--- src/hdl/mme_ram.sv ---
`timescale 1ns / 1ps
module mme_ram #(
	parameter int WIDTH = 32,
	parameter int DEPTH = 8
) (
	input  logic                     clk,
	input  logic                     we,
	input  logic [$clog2(DEPTH)-1:0] waddr,
	input  logic [WIDTH-1:0]         wdata,
	input  logic [$clog2(DEPTH)-1:0] raddr,
	output logic [WIDTH-1:0]         rdata
);

	logic [WIDTH-1:0] mem [DEPTH];

	always_ff @(posedge clk) begin
		if (we) begin
			mem[waddr] <= wdata;
		end
		rdata <= mem[raddr];
	end

endmodule

--- config.mk ---
export PLATFORM = sky130hd
export DESIGN_NAME = mme_ram
export DESIGN_NICKNAME = d
export VERILOG_FILES = /design/src/hdl/mme_ram.sv
export SDC_FILE = /design/constraint.sdc
export NUM_CORES = 1
export LEC_CHECK = 0
export BUFFER_PORTS_ARGS = -buffer_cell sky130_fd_sc_hd__buf_2
export CORE_MARGIN = 5
export CORE_UTILIZATION = 40
export CTS_CLUSTER_SIZE = 28
export DETAILED_ROUTE_END_ITERATION = 7
export PLACE_DENSITY = 0.63
export SLEW_MARGIN = 20
export SYNTH_ARGS = -nofsm -noshare
export SYNTH_HDL_FRONTEND = slang
export SYNTH_SLANG_ARGS = --single-unit
--- constraint.sdc ---
create_clock -name clk -period 5.05 [get_ports clk]
set_input_delay 1.01 -clock clk [delete_from_list [all_inputs] [get_ports clk]]
set_output_delay 1.01 -clock clk [all_outputs]
set_load 0.02 [all_outputs]
==> flow_metrics.py <==
metrics = {
    "floorplanning": {
        "overall_die_area_um2": 29500,
        "start_util_pct": 40.4,
        "core.rowCount": 59,
        "placeableCoreArea_um2": 25900,
        "dieWidth_um": 172,
        "chipHeight_um": 172,
        "ios": 72,
    },
    "drt": {
        "route.detailed.vias_per_inst": 5.15,
        "routed-via-count": 4453,
        "drt-initial-drc-count": 286,
        "wl_per_cell_um": 22.5,
        "drtAntennaViolNets": 0,
        "firstDrtPassIters": 4,
        "route.detailed.drc": 0,
        "routed_wire_length_um": 19400,
    },
    "pwr": {
        "power.share.sequential_pct": 52.4,
        "leak_pwr_nw": 4.14,
        "vdd.ir_drop.worst_v": 0.000275,
        "power_w": 0.00518,
        "power_report.internal_total_w": 0.00416,
        "clockPowerShare_pct": 42.3,
        "power_switching_share_pct": 19.7,
        "switching_power_w": 0.00102,
        "share_comb_of_total_power_pct": 5.3,
        "power_density_nw_per_um2": 423,
    },
    "cts": {
        "cts_buffers": 28,
        "clk_latency_ns": 0.54,
        "postCtsSetupRepairBufs": 0,
        "library_cell_used_as_clock_root_buffer": "clkbuf_16",
        "cts.path.max_buffers": 3,
        "cts_hold_repair.buffers": 0,
        "clock_tree.htree_level_count": 1,
        "post_cts_resized": 0,
        "numClockSinks": 288,
        "clock_tree_from_tritoncts": "built",
        "clk_transition_reported_paths_ns": 0.06,
    },
    "worst_setup_path": {
        "worstPathArrival_ns": 2.98,
        "worst-r2r-setup-slack_ns": 3.77,
        "cp.required_ns": 5.47,
        "reg2reg_from": "mem[6][17]",
        "worst_setup_path_startpoint": "raddr[0]",
        "crit_end": "rdata[25]",
        "timing.critical_path.from_type": "input port",
        "ff2ff_path_depth": 2,
        "worstPathMaxFanout": 50,
        "crit_path_end_kind": "flip-flop",
        "regToRegEndpoint": "rdata[17]",
        "critPathKind": "in -> reg",
    },
    "global_routing": {
        "antenna_violations_before_repair": 3,
        "global_route.usage.total_pct": 13.4,
        "grt_max_degree": 51,
        "global_route_wire_length_before_repair_um": 29500,
        "grt_pass1_vias": 4861,
        "grt_overflow": 0,
    },
    "finish": {
        "commonest_non_fill_non_tap_cell_in_the_layout": "edfxtp_1",
        "final_cell_mix": "256 x edfxtp_1, 70 x buf_2, 40 x mux4_1",
        "diodes": 0,
        "area.growth.synth_to_final_pct": 17.0,
        "drive_above_1_share_pct": 35.7,
        "finalNonFillerCells": 864,
        "final_nets": 548,
    },
    "logic_synthesis": {
        "synth.avg_cell_area_um2": 25.2,
        "yosys_warnings": 0,
        "synth_top_area_share_pct": 73.4,
        "synth_nets": 455,
        "synth_cell_types": 13,
        "summed_instance_area_of_the_synthesized_netlist_um2": 10500,
        "ys_top_cells_by_area": "edfxtp_1 73%, mux4_1 10%, dfxtp_1 6.1%",
        "synth_cells": 415,
        "ys_seq_elements": 288,
        "yosysTopAreaCell": "edfxtp_1",
        "synth_sequential_area_ratio_pct": 79.6,
    },
    "timing": {
        "final.setup_skew_ns": 0.0200,
        "period_share_pct": 50.7,
        "layout_setup_ws_ns": 2.49,
        "post-route-min-period_ns": 2.56,
        "worst_tran_pin_value_ns": 1.06,
        "fmax_ghz": 0.390,
        "setup_violations": 0,
        "timing.final.max_slew_violations": 0,
        "setup_total_negative_slack_ns": 0,
        "worst_slew_margin_rel_pct": 29.1,
        "unrepaired_setup_endpoints_after_global_routing": "no",
        "finalHoldViolations": 0,
    },
    "placed_design": {
        "gp_routability_congestion": 0.680,
        "dp_hpwl_um": 10400,
        "placement.setup.worst_slack_ns": 1.87,
        "numPlacedInstances": 813,
        "port_buffers": 71,
    },
    "outcome": {
        "status": "finished clean",
    },
    "flow_run": {
        "max_cap_violations": 0,
    },
    "worst_hold_path": {
        "holdCritPathClass": "reg -> reg",
    },
}
## kinds of logic after synthesis
family,Yosys count,share of synthesized area (%)
flops,288,79.6
mux,96,18.6
buf+inv,18,1.22
simple gates,13,0.562
## synth_stat cells, drive strengths merged
master / count
buf: 17
nand2: 2
mux4: 64
nand2b: 3
dfxtp: 32
clkbuf: 1
nor2: 6
mux2: 32
edfxtp: 256
nor3: 2
## power by group through the flow
stage          sequential, W  clock [W]  combinational (W)
6_report             0.00271    0.00219           0.000274
5_1_grt              0.00272    0.00235           0.000298
4_1_cts              0.00272    0.00224           0.000281
3_5_place_dp         0.00277          0           0.000279
3_3_place_gp         0.00276          0           0.000271
2_1_floorplan        0.00279          0           0.000136
## routing by layer
layer	part of all wire, %	GRT usage [%]	vias up	wire (um)
li1	-	-	1977	-
met1	42	18.5	2316	8140
met2	50	22.2	118	9730
met3	5.6	3.06	36	1100
met4	2.1	2.73	6	407
met5	0.18	0	-	34
## through the flow
stage	hold slack [ns]	util [%]	area [um2]
floorplan	0.641	-	10500
global placement	0.651	43.4	11300
detailed placement	0.659	43.4	11300
CTS	0.676	47.3	12200
global route	0.696	47.3	12200
finish	0.673	47.3	12200
## sequential cells by signal, summed over array words and instances (netlist names)
name and flops:
mem 256, rdata 32
## layout make-up
type,count,area [um2]
well taps,335,419
fillers,2096,13700
multi-input cells,109,2070
repair buffers,81,445
clock inverters,18,249
flip-flops and latches,288,8330
clock buffers,33,739
## worst min-delay path by stage
stage	startpoint	to	slack, ns	depth (start not counted)
after floorplan	mem[7][11]	rdata[11]	0.64	2
after global placement	mem[7][7]	rdata[7]	0.65	2
after detailed placement	mem[0][25]	rdata[25]	0.66	2
after CTS	mem[2][27]	rdata[27]	0.68	2
after global routing	mem[2][27]	rdata[27]	0.70	2
final	mem[2][27]	rdata[27]	0.67	2
## critical path, stage by stage
cell and delay, ns:
buf_4 0.66, buf_4 0.42, mux4_1 0.59, mux2_2 0.27
Power figures use the tool's default switching activity.
