--- config.mk ---
export PLATFORM = sky130hd
export DESIGN_NAME = mme_cell
export DESIGN_NICKNAME = d
export VERILOG_FILES = /design/src/hdl/mme_pkg.sv /design/src/hdl/mme_cell.sv
export SDC_FILE = /design/constraint.sdc
export NUM_CORES = 2
export LEC_CHECK = 0
export BUFFER_PORTS_ARGS = -buffer_cell sky130_fd_sc_hd__buf_2
export CORE_AREA = 2 2 290 292
export CTS_CLUSTER_DIAMETER = 50
export DETAILED_ROUTE_END_ITERATION = 10
export DIE_AREA = 0 0 292 294
export PLACE_DENSITY = 0.72
export SETUP_SLACK_MARGIN = 0.15
export SYNTH_ARGS = -nofsm -noshare
export SYNTH_HDL_FRONTEND = slang
export SYNTH_SLANG_ARGS = --single-unit
--- constraint.sdc ---
create_clock -name clk -period 24.8 [get_ports clk]
set_clock_uncertainty 0.05 [all_clocks]
set_input_delay 1.24 -clock clk [delete_from_list [all_inputs] [get_ports clk]]
set_output_delay 1.24 -clock clk [all_outputs]
set_load 0.02 [all_outputs]
--- src/hdl/mme_pkg.sv ---
`timescale 1ns / 1ps
package mme_pkg;

	localparam logic [1:0] ACT_LEFT    = 2'd0;
	localparam logic [1:0] ACT_RIGHT   = 2'd1;
	localparam logic [1:0] ACT_COMPUTE = 2'd2;
	localparam logic [1:0] ACT_UNUSED  = 2'd3;

	localparam logic [1:0] REG_LEFT_ROWS  = 2'd0;
	localparam logic [1:0] REG_INNER_SIZE = 2'd1;
	localparam logic [1:0] REG_RIGHT_COLS = 2'd2;

	typedef struct packed {
		logic shift;
		logic mul_en;
		logic acc_en;
		logic acc_clr;
	} cell_ctl_t;

endpackage

--- src/hdl/mme_cell.sv ---
`timescale 1ns / 1ps
module mme_cell
	import mme_pkg::*;
#(
	parameter int ACC_W = 68
) (
	input  logic                    clk,
	input  cell_ctl_t               ctl,
	input  logic signed [31:0]      a_s1,
	input  logic signed [31:0]      b_s1,
	input  logic signed [ACC_W-1:0] acc_in,
	output logic signed [ACC_W-1:0] acc_q
);

	logic signed [63:0] prod_s2;

	always_ff @(posedge clk) begin
		if (ctl.mul_en) begin
			prod_s2 <= a_s1 * b_s1;
		end
		if (ctl.shift) begin
			acc_q <= acc_in;
		end else if (ctl.acc_en) begin
			acc_q <= (ctl.acc_clr ? '0 : acc_q) + ACC_W'(prod_s2);
		end
	end

endmodule

==> results.cfg <==
[timing]
fin_crit_ns = 9.335
timing.slew.headroom_pct = 22.55
timing.final.crit_share_pct = 37.64
fmax_ghz = 0.1071
hold_viol_final = 0
worst_slew_pin_slew_ns = 1.133
slew_violations = 0
setup_tns_ns = 0
setup_viol = 0
rsz0062_at_grt = no
layout_setup_ws_ns = 15.46

[final_layout]
multi_input_area_um2 = 36370
final_nets = 6224
syn2layout_area_growth_pct = 4.664
fill_cells = 7264
utilization_pct = 56.81
final_common_cell = fa_1
seqCellArea_um2 = 3964
post_route_cells_drive_above_1_share_pct = 5.539
layout_common_cells = fa_1, inv_1, nand2_1

[global_routing]
track_usage_pct = 28.50
grt-ovfl-total = 0
antenna_found_initial = 3
grt_max_degree = 69
grt_pass1_vias = 34920
grt_pass1_wl_mm = 190.7

[route]
first_pass_iters = 6
drc = 0
ant_nets = 0
vias_per_cell = 5.546
drt-wirelength-per-cell_um = 20.14
via_count = 32440
drt_wl_total_mm = 117.8
drtIter0Drc = 2426

[min_path]
whs_path_depth = 2
worst_hold_path.endpoint = acc_q[0]
hp-class = reg2reg
hp-start = prod_s2[0]

[placed_design]
dp_hpwl_mm = 94.46
io_buffers = 204
globalplace.congestion = 0.9239
preCtsSetupSlack_ns = 15.03

[setup_path]
crit_family = adder cells
start_kind = input pin
path_buf_inv = 8
critPathMaxStageDelay_ns = 0.94
cpMostUsedCell = fa_1
r2r_end = acc_q[61]
reg2regPathDepth = 12
r2r_setup_slack_ns = 20.11
critPathKind = in2reg
arrival_ns = 9.47
cp.required_ns = 24.94
crit_path_end_kind = flop
r2r_start = acc_q[2]
crit_fanout = 32
cpMaxStageDelayCell = fa_1

[clock_network]
clock_sinks = 132
clockRootBuffer = clkbuf_16
cts_buffers = 17
htree_levels = 4
cts-resized-gates = 0
clock_latency_ns = 0.44
postCtsHoldBufs = 0
cts_tree = done
cts_buffer_depth = 2
post_cts_buffers = 0
clkTransAtPathRegs_ns = 0.06

[synth]
synth_xor_area_share_pct = 2.570
async_reset_ff_share_pct = 0
synth_top_family_by_area = adder cells
synth_compound_area_share_pct = 6.822
syn_area_um2 = 44990
ys_seq_area_share_pct = 8.810
synthFlopType = edfxtp_1
synth_cells = 4765
synth_simple_gate_area_share_pct = 16.06
syn-num-nets = 6236
ys_seq_elements = 132
ys_warn_count = 0
synth_edf_count = 132
yosys-mux-area-fraction_pct = 0.2253
avgSynthCellArea_um2 = 9.442
synth.distinct_cells = 65
synth_fa_ha_area_share_pct = 55.17

[floorplanning]
dieArea_um2 = 85850
pin_count = 205
die_w_um = 292
core_um2 = 82890
initial_core_util_pct = 54.28
rows = 106
die_h_um = 294

[run_status]
status = finished, final reports clean

[run]
cap_viol_max_count = 0
==> registers in the layout (all words and copies together) (netlist names) <==
signal and flops:
acc_q 68, prod_s2 64
==> logic make-up after synthesis <==
kind of cell / Yosys count
compound gates: 482
buf+inv: 1240
flops: 132
fa+ha+maj: 1334
xor+xnor: 132
mux: 9
simple gates: 1436
==> cells in the mapped netlist (5+ instances only) <==
cell type	n	area, um2
a21oi_1	134	670.6
edfxtp_1	132	3964
nand4_1	36	225.2
o21ai_0	118	590.6
a211oi_1	12	90.09
nor2_1	83	311.6
mux2_2	9	101.4
nor3_1	20	100.1
nand2_1	610	2290
nor2b_1	77	481.7
xnor2_1	86	753.2
and2_1	529	3309
o211ai_1	10	75.07
ha_1	251	3141
inv_1	995	3735
o21bai_1	25	187.7
o31a_1	6	52.55
a21o_1	89	668.1
o21a_1	15	112.6
a221oi_1	5	43.79
nand3_1	23	115.1
xor2_1	46	402.9
fa_1	1083	21680
o31ai_1	8	60.06
clkbuf_1	244	915.9
a31oi_1	13	81.33
and3_1	9	56.30
nand2b_1	27	168.9
==> worst max-delay path by stage <==
stage | start | endpoint | slack (ns) | cells after the start
floorplan | a_s1[31] | prod_s2[62] | 16.10 | 26
global placement | b_s1[5] | prod_s2[61] | 15.16 | 27
detailed placement | b_s1[5] | prod_s2[62] | 15.03 | 27
CTS | b_s1[5] | prod_s2[62] | 15.50 | 27
global route | a_s1[31] | prod_s2[61] | 14.97 | 27
finish | b_s1[5] | prod_s2[61] | 15.46 | 27
==> worst register-to-register path, cell delays in order (launching register included) <==
cell and delay (ns):
edfxtp_1 0.38, nor2b_1 0.19, ha_1 0.43, o21ai_0 0.14, o21ai_0 0.29, nand4_1 0.19
a2111oi_0 1.03, o31ai_1 0.32, a31oi_1 0.41, nor2_1 0.14, o21ai_0 0.48, a21oi_1 0.14
o221a_2 0.26
==> metal layers <==
| layer | up-vias | GRT usage (%) | wire length, um |
|---|---|---|---|
| li1 | 14280 | - | - |
| met1 | 16580 | 40.74 | 51120 |
| met2 | 1420 | 44.58 | 52620 |
| met3 | 159 | 6.850 | 11840 |
| met4 | 2 | 5.909 | 2241 |
| met5 | - | 0 | 7 |
==> through the flow <==
step / cell area (um2) / instances / hold slack [ns]
after CTS: 47080 / 5846 / 0.7082
after global placement: 46520 / 5814 / 0.6817
after detailed placement: 46520 / 5814 / 0.6835
after floorplan: 44990 / 4765 / 0.5996
final: 47090 / 5849 / 0.7130
after global routing: 47090 / 5848 / 0.7570
==> layout make-up <==
cell class | count | share of cell area, %
flip-flops and latches | 132 | 8.417
multi-input cells | 3393 | 77.25
well taps | 1080 | 2.870
clock inverters | 14 | 0.2763
inverters | 995 | 7.931
diodes | 3 | 0.01594
clock buffers | 18 | 0.9114
repair buffers | 214 | 2.333
Power is left out: the tool's default activity adds up to more than one toggle a clock period on the data nets, which glitch-free logic cannot reach.
